--- src/rtl/hsc_pkg.sv ---
// ----------------------------------------------------------------------------
// hsc_pkg
// Shared types, constants and byte classification for the host name checker.
// ----------------------------------------------------------------------------
package hsc_pkg;

	localparam int unsigned NameLenW  = 8;
	localparam int unsigned LabelLenW = 7;
	localparam int unsigned CfgIdxW   = 2;
	localparam int unsigned CfgDataW  = 8;

	localparam logic [NameLenW-1:0]  NameLenMax  = '1;
	localparam logic [LabelLenW-1:0] LabelLenMax = '1;

	// Register reset values
	localparam logic [NameLenW-1:0]  MinNameLenRst  = 8'd3;
	localparam logic [NameLenW-1:0]  MaxNameLenRst  = 8'd253;
	localparam logic [LabelLenW-1:0] MaxLabelLenRst = 7'd63;

	// Special characters
	localparam logic [7:0] ChDot  = 8'h2e;
	localparam logic [7:0] ChDash = 8'h2d;

	// Configuration register indexes
	typedef enum logic [CfgIdxW-1:0] {
		CFG_MIN_NAME_LEN  = 2'd0,
		CFG_MAX_NAME_LEN  = 2'd1,
		CFG_MAX_LABEL_LEN = 2'd2
	} cfg_idx_t;

	// Length limits seen by the scanner
	typedef struct packed {
		logic [NameLenW-1:0]  min_name_len;
		logic [NameLenW-1:0]  max_name_len;
		logic [LabelLenW-1:0] max_label_len;
	} hsc_cfg_t;

	// Running state of the name being scanned
	typedef struct packed {
		logic [NameLenW-1:0]  total_count;
		logic [LabelLenW-1:0] label_count;
		logic                 at_label_start;
		logic                 prev_was_dash;
		logic                 letter_seen;
		logic                 dot_seen;
		logic                 rule_broken;
	} hsc_name_state_t;

	localparam hsc_name_state_t NameStateRst = '{
		total_count:    '0,
		label_count:    '0,
		at_label_start: 1'b1,
		prev_was_dash:  1'b0,
		letter_seen:    1'b0,
		dot_seen:       1'b0,
		rule_broken:    1'b0
	};

	// Character class of one byte
	typedef struct packed {
		logic is_letter;
		logic is_digit;
		logic is_dash;
		logic is_dot;
	} hsc_char_class_t;

	function automatic hsc_char_class_t hsc_classify(input logic [7:0] c);
		hsc_char_class_t cls;
		cls.is_letter = (c >= 8'h61 && c <= 8'h7a) || (c >= 8'h41 && c <= 8'h5a);
		cls.is_digit  = (c >= 8'h30 && c <= 8'h39);
		cls.is_dash   = (c == ChDash);
		cls.is_dot    = (c == ChDot);
		return cls;
	endfunction

endpackage

--- src/rtl/hsc_scan.sv ---
// ----------------------------------------------------------------------------
// hsc_scan
// Per-byte rule tracking and verdict for one host name at a time.
// ----------------------------------------------------------------------------
module hsc_scan (
	input  logic                       clk,
	input  logic                       arst_n,
	input  logic                       step,
	input  logic [7:0]                 char_byte,
	input  logic                       is_last,
	input  hsc_pkg::hsc_cfg_t          cfg,
	output logic                       verdict_ok
);
	import hsc_pkg::*;

	hsc_name_state_t st_q;
	hsc_name_state_t st_nxt;
	hsc_char_class_t cls;

	assign cls = hsc_classify(char_byte);

	// Next state after this byte
	always_comb begin
		st_nxt = st_q;
		if (st_q.total_count == NameLenMax) begin
			st_nxt.rule_broken = 1'b1;
		end else begin
			st_nxt.total_count = st_q.total_count + 8'd1;
		end
		if (cls.is_dot) begin
			if (st_q.at_label_start || st_q.prev_was_dash ||
			    (st_q.label_count > cfg.max_label_len)) begin
				st_nxt.rule_broken = 1'b1;
			end
			st_nxt.at_label_start = 1'b1;
			st_nxt.label_count    = '0;
			st_nxt.dot_seen       = 1'b1;
			st_nxt.prev_was_dash  = 1'b0;
		end else begin
			if (!(cls.is_letter || cls.is_digit || cls.is_dash)) begin
				st_nxt.rule_broken = 1'b1;
			end
			if (cls.is_letter) begin
				st_nxt.letter_seen = 1'b1;
			end
			// label may not open with a dash
			if (st_q.at_label_start && cls.is_dash) begin
				st_nxt.rule_broken = 1'b1;
			end
			st_nxt.at_label_start = 1'b0;
			if (st_q.label_count == LabelLenMax) begin
				st_nxt.rule_broken = 1'b1;
			end else begin
				st_nxt.label_count = st_q.label_count + 7'd1;
			end
			st_nxt.prev_was_dash = cls.is_dash;
		end
	end

	// Verdict on the final byte
	assign verdict_ok = !st_nxt.rule_broken
		&& (st_nxt.total_count >= cfg.min_name_len)
		&& (st_nxt.total_count <= cfg.max_name_len)
		&& st_nxt.dot_seen
		&& !st_nxt.at_label_start
		&& (st_nxt.label_count <= cfg.max_label_len)
		&& !st_nxt.prev_was_dash
		&& st_nxt.letter_seen;

	// State register, cleared after each name
	always_ff @(posedge clk or negedge arst_n) begin
		if (!arst_n) begin
			st_q <= NameStateRst;
		end else if (step) begin
			st_q <= is_last ? NameStateRst : st_nxt;
		end
	end

	a_clear_after_last: assert property (@(posedge clk) disable iff (!arst_n)
		step && is_last |=> st_q == NameStateRst)
		else $error("name state not cleared after final beat");

	a_total_counts: assert property (@(posedge clk) disable iff (!arst_n)
		step && !is_last && (st_q.total_count != NameLenMax)
		|=> st_q.total_count == $past(st_q.total_count) + 8'd1)
		else $error("total count did not advance");

endmodule
--- config.mk ---
export PLATFORM = sky130hd
export DESIGN_NAME = hsc_scan
export DESIGN_NICKNAME = d
export VERILOG_FILES = /design/src/rtl/hsc_pkg.sv /design/src/rtl/hsc_scan.sv
export SDC_FILE = /design/constraint.sdc
export NUM_CORES = 1
export LEC_CHECK = 0
export ABC_AREA = 1
export ABC_CLOCK_PERIOD_IN_PS = 4200
export BUFFER_PORTS_ARGS = -buffer_cell sky130_fd_sc_hd__clkbuf_2
export CAP_MARGIN = 20
export CORE_MARGIN = 1.5
export CORE_UTILIZATION = 54
export CTS_CLUSTER_SIZE = 10
export DETAILED_ROUTE_END_ITERATION = 6
export PLACE_DENSITY_LB_ADDON = 0.15
export SLEW_MARGIN = 10
export SYNTH_ARGS = -nofsm -noshare
export SYNTH_HDL_FRONTEND = slang
export SYNTH_SLANG_ARGS = --single-unit
--- constraint.sdc ---
create_clock -name clk -period 4.2 [get_ports clk]
set_clock_uncertainty 0.05 [all_clocks]
set_input_delay 0.63 -clock clk [delete_from_list [all_inputs] [get_ports clk]]
set_output_delay 0.63 -clock clk [all_outputs]
set_load 0.005 [all_outputs]
; After elaboration in Yosys (flattened, before gate mapping)
; Index checks and enable logic that the tools add are counted.
[word_totals]
register_bits = 20
input_bits = 35
out_inout_bits = 1
elab_cells = 55
[op_classes]
add_sub_neg = 2
n_lt_le_gt_ge = 10
eq_ne = 4
n_mux = 13
n_reduce_logical = 19
[ops]
columns = operator, n
row1 = $mux 20, 1
row2 = $eq 8x6->1 const B, 2
row3 = $ge 8x7->1 const B, 2
row4 = $le 8x7->1 const B, 2
row5 = $logic_and 1x1->1, 11
row6 = $mux 1, 9
row7 = $mux 9, 1
row8 = $add 8x1->8 const B, 1
row9 = $eq 8x8->1 const B, 1
row10 = $ge 8x6->1 const B, 1
row11 = $ge 8x8->1, 1
row12 = $le 8x6->1 const B, 1
row13 = $le 8x8->1, 1
row14 = $mux 8, 1
row15 = $add 7x1->7 const B, 1
row16 = $eq 7x7->1 const B, 1
row17 = $gt 7x7->1, 1
row18 = $le 7x7->1, 1
row19 = $mux 7, 1
row20 = $logic_or 1x1->1, 5
row21 = $logic_not 1->1, 3

; Logic depth before layout (Yosys ltp)
[logic_depth]
word_depth = 17
depth_mapped = 18

; Least setup slack after synthesis
; Ideal clock, no wire load.
[synth_path]
path_kind = reg2out
startpoint = register st_q[12] in the netlist's numbering
endpoint = output port verdict_ok
arrival_ns = 2.171
t_required_ns = 3.520
setup_slack_ns = 1.349
path_stages_with_launch = 19
path_buffers = 0
cell_sequence = dfrtp_1 > ha_1 > nand2_2 > inv_2 > nand3_2 > nor2_4 > nand2_2 > nand2_2 > xor2_1 > inv_1 > ha_1 > nand2_1 > nor2_1 > nand3_1 > nor2_1 > a21oi_1 > nor2_1 > nand4_1 > nor2_1
[synth_via]
elab_chain_cells = 14
word_cells_on_any_way = 19
[synth_rtl]
columns = item, line
row1 = start: declaration, hsc_scan.sv:16  ; hsc_name_state_t st_q;
row2 = start signal: assignment, hsc_scan.sv:73  ; st_q <= NameStateRst;
row3 = start signal: assignment, hsc_scan.sv:75  ; st_q <= is_last ? NameStateRst : st_nxt;
row4 = "parallel branches: the longest is 8 deep, another holds $add 8x1->8", n/a
row5 = $logic_and 1x1->1 *, hsc_scan.sv:63  ; && (st_nxt.total_count <= cfg.max_name_len)
row6 = $logic_and 1x1->1 *, hsc_scan.sv:64  ; && st_nxt.dot_seen
row7 = $logic_and 1x1->1 *, hsc_scan.sv:65  ; && !st_nxt.at_label_start
row8 = $logic_and 1x1->1 *, hsc_scan.sv:66  ; && (st_nxt.label_count <= cfg.max_label_len)
row9 = $logic_and 1x1->1 *, hsc_scan.sv:67  ; && !st_nxt.prev_was_dash
row10 = $logic_and 1x1->1 *, hsc_scan.sv:68  ; && st_nxt.letter_seen;
row11 = end: declaration, hsc_scan.sv:12  ; output logic verdict_ok
; Every way passes the cells marked *.

; Final worst setup path
; Same ends and word-level chain as after synthesis.

==> results_dict.tcl <==
set metrics [dict create \
    core_area_sq_mm 0.00372 \
    synth_top_flop_cell "dfrtp_1" \
    regMostFlops "st_q" \
    ys_warn_count 0 \
    io_buffers 35 \
    ctsHoldBuffers 0 \
    cellLeakagePower_nw 1.38 \
    synth_nets 364 \
    cts.sinks 20 \
    path_max_fanout 4 \
    status "complete, no violations" \
    ys_ff_latch 20 \
    fmax_mhz 290 \
    rsz0062_at_grt "false" \
    final_antenna_net_count 0 \
    cts_resized 0 \
    setup_slack_ps 752 \
    drc_errors 0 \
    fillCellCount 364 \
    dieWidth_um 65.4 \
    htreeDepth 1 \
    placed_cell_area_sq_mm 0.00234 \
    die_height_um 65.4 \
    antenna_found_initial 0 \
    syn_inst 297 \
    netlist_area_sq_mm 0.00211 \
    dr.pass1.iters 4 \
    die_area_sq_mm 0.00428 \
    drt-initial-drc-count 131 \
    finalSetupTns_ps 0 \
    yosys-top-cells-count "nand2_1, inv_1, ha_1, nor2_1, dfrtp_1" \
    ir_worst_vdd_uv 223 \
    crit_chain "ha_1 -> nand2_2 -> inv_2 -> nand3_2 -> nor2_4 -> nand2_2 -> nand2_2 -> xor2_1 -> inv_1 -> ha_1 -> nand2_1 -> nor2_1 -> nand3_1 -> nor2_1 -> a21oi_1 -> nor2_1 -> nand4_1 -> nor2_1 -> clkbuf_2" \
    ys_seq_area_share_pct 23.8 \
    p_comb_share_pct 28.7 \
    cts.path.max_buffers 2 \
    slowest_stage "dfrtp_1" \
    synth.most_common_cell "nand2_1" \
    largest_register_ffs 20 \
    reg2reg_slack_ps 2540 \
    largestRegisters "st_q: 20 flops" \
    slew_violations 0 \
    stdcell_area_sq_mm 0.00238 \
    maxCapViolCount 0 \
    postLayoutCoreUtil_pct 64.1 \
    via_per_inst 5.08 \
    num_vias 1940 \
    grt_pass1_vias 1825 \
    layout_min_cycle_time_ps 3450 \
    areaGrowthSynthToFinish_pct 13.1 \
    hp-class "input port to async pin" \
    cellInternalPower_mw 0.327 \
    path_class "flip-flop to output port" \
    cts_setup_buffers 0 \
    p_switching_mw 0.158 \
    worstPathArrival_ps 2770 \
    startpoint_type "flip-flop" \
    cts_tree "built" \
    p_clk_share_pct 27.3 \
    ys_types 34 \
    num_rows 22 \
    drive_gt1_share_pct 22.2 \
    reg2reg_to "st_q[0]$_DFFE_PN0P_" \
    relSlewSlack_pct 64.6 \
    synth_area_leaders "dfrtp_1, ha_1, nand2_1" \
    routabilityCongestion 0.837 \
    final-setup-viol-count 0 \
    cts_root_buf "clkbuf_8" \
    drt-total-wl_um 4370 \
    critPathCaptureType "output port" \
    avgRoutedWirePerCell_um 11.4 \
    antenna_cells 0 \
    holdWs_ps 275 \
    r2r.worst_path.cells 8 \
    clkLatencyLatePin_ps 270 \
    synth_top_area_share_pct 22.6 \
    dpl_worst_slack_ps 1030 \
    synth_edf_count 0 \
    r2r-start "st_q[12]$_DFFE_PN0P_" \
    syn_avg_cell_area_sq_um 7.09 \
    ioPinCount 36 \
    grtUsageTotal_pct 22.4 \
    p_sw_share_pct 32.6 \
    cellPowerDensity_mw_per_mm2 204 \
    floorplan.initialDensity_pct 56.7 \
    grt_overflow_total 0 \
    grt_first_pass_wirelength_um 7650 \
    nets 402 \
    hpwl_um 3580 \
    period_share_pct 82.1 \
    cts-buffers-inserted 3 \
    crit_top_cell "nor2_1" \
    required_ps 3520 \
    async_flop_share_pct 100 \
    grt_max_degree 21 \
    yosys.area.top_type "dfrtp_1" \
    worstMarginPinSlew_ps 532 \
    critPathMaxStageDelay_ps 430 \
    power.share.sequential_pct 44.0 \
    clk_pin_slew_ps 80 \
    hold_viol_final 0 \
]
[through the flow]
step | std cells | total power [mW]
floorplan | 297 | 0.308
global placement | 378 | 0.351
detailed placement | 378 | 0.355
CTS | 382 | 0.488
global route | 382 | 0.519
finish | 382 | 0.485
[cells by family after synthesis]
logic type      Yosys count  share of synthesized area, %
xor+xnor                  6                          2.50
fa+ha+maj                32                          19.0
simple gates            121                          28.3
compound gates           52                          14.6
buf+inv                  66                          11.8
flops                    20                          23.8
[worst max-delay path, delay by kind of cell, from the launching register on]
| family | cells | cell delay (ps) |
|---|---|---|
| AOI/OAI and AO/OA | 1 | 50 |
| xor gates and xnor gates | 1 | 180 |
| adders and majority gates | 2 | 520 |
| buffers and inverters | 3 | 290 |
| DFF | 1 | 430 |
| and+or+nand+nor | 12 | 1030 |
[power groups by stage]
stage	Combinational (mW)	Sequential (mW)	Clock [mW]
5_1_grt	0.163	0.214	0.141
3_3_place_gp	0.135	0.216	0
3_5_place_dp	0.138	0.217	0
4_1_cts	0.139	0.213	0.135
6_report	0.139	0.213	0.133
2_1_floorplan	0.0936	0.214	0
[worst max-delay path by stage]
stage | end | from | cells past startpoint | slack [ps]
CTS | verdict_ok | st_q[12]$_DFFE_PN0P_ | 19 | 740
floorplan | verdict_ok | st_q[12]$_DFFE_PN0P_ | 18 | 1350
global route | verdict_ok | st_q[12]$_DFFE_PN0P_ | 19 | 470
global placement | verdict_ok | st_q[12]$_DFFE_PN0P_ | 19 | 1160
finish | verdict_ok | st_q[12]$_DFFE_PN0P_ | 19 | 750
detailed placement | verdict_ok | st_q[12]$_DFFE_PN0P_ | 19 | 1030
[metal layers]
layer | vias to the layer above | track usage [%] | routed length [um]
met5 | - | 0 | 0
met4 | 0 | 2.08 | 14
met3 | 3 | 4.45 | 161
met2 | 34 | 37.8 | 2030
met1 | 862 | 30.9 | 2170
li1 | 1041 | - | -
[cells in the final DEF (no fill, tap or decap), drive strengths merged, types with 5 or more instances in the layout]
cell type	n
o21ai	19
nand4	5
o22ai	6
nor2	27
nand3	15
a21oi	17
dfrtp	19
ha	32
xor2	6
nand2	67
inv	63
clkbuf	39
[layout make-up]
type,instances,area [sq um],share of cell area [%]
Timing Repair Buffer,36,183,7.67
Multi-Input combinational cell,211,1360,56.9
Inverter,63,236,9.93
Tap cell,48,60.1,2.52
Clock buffer,4,45.0,1.89
Sequential cell,20,502,21.1
Power figures use the tool's default switching activity.
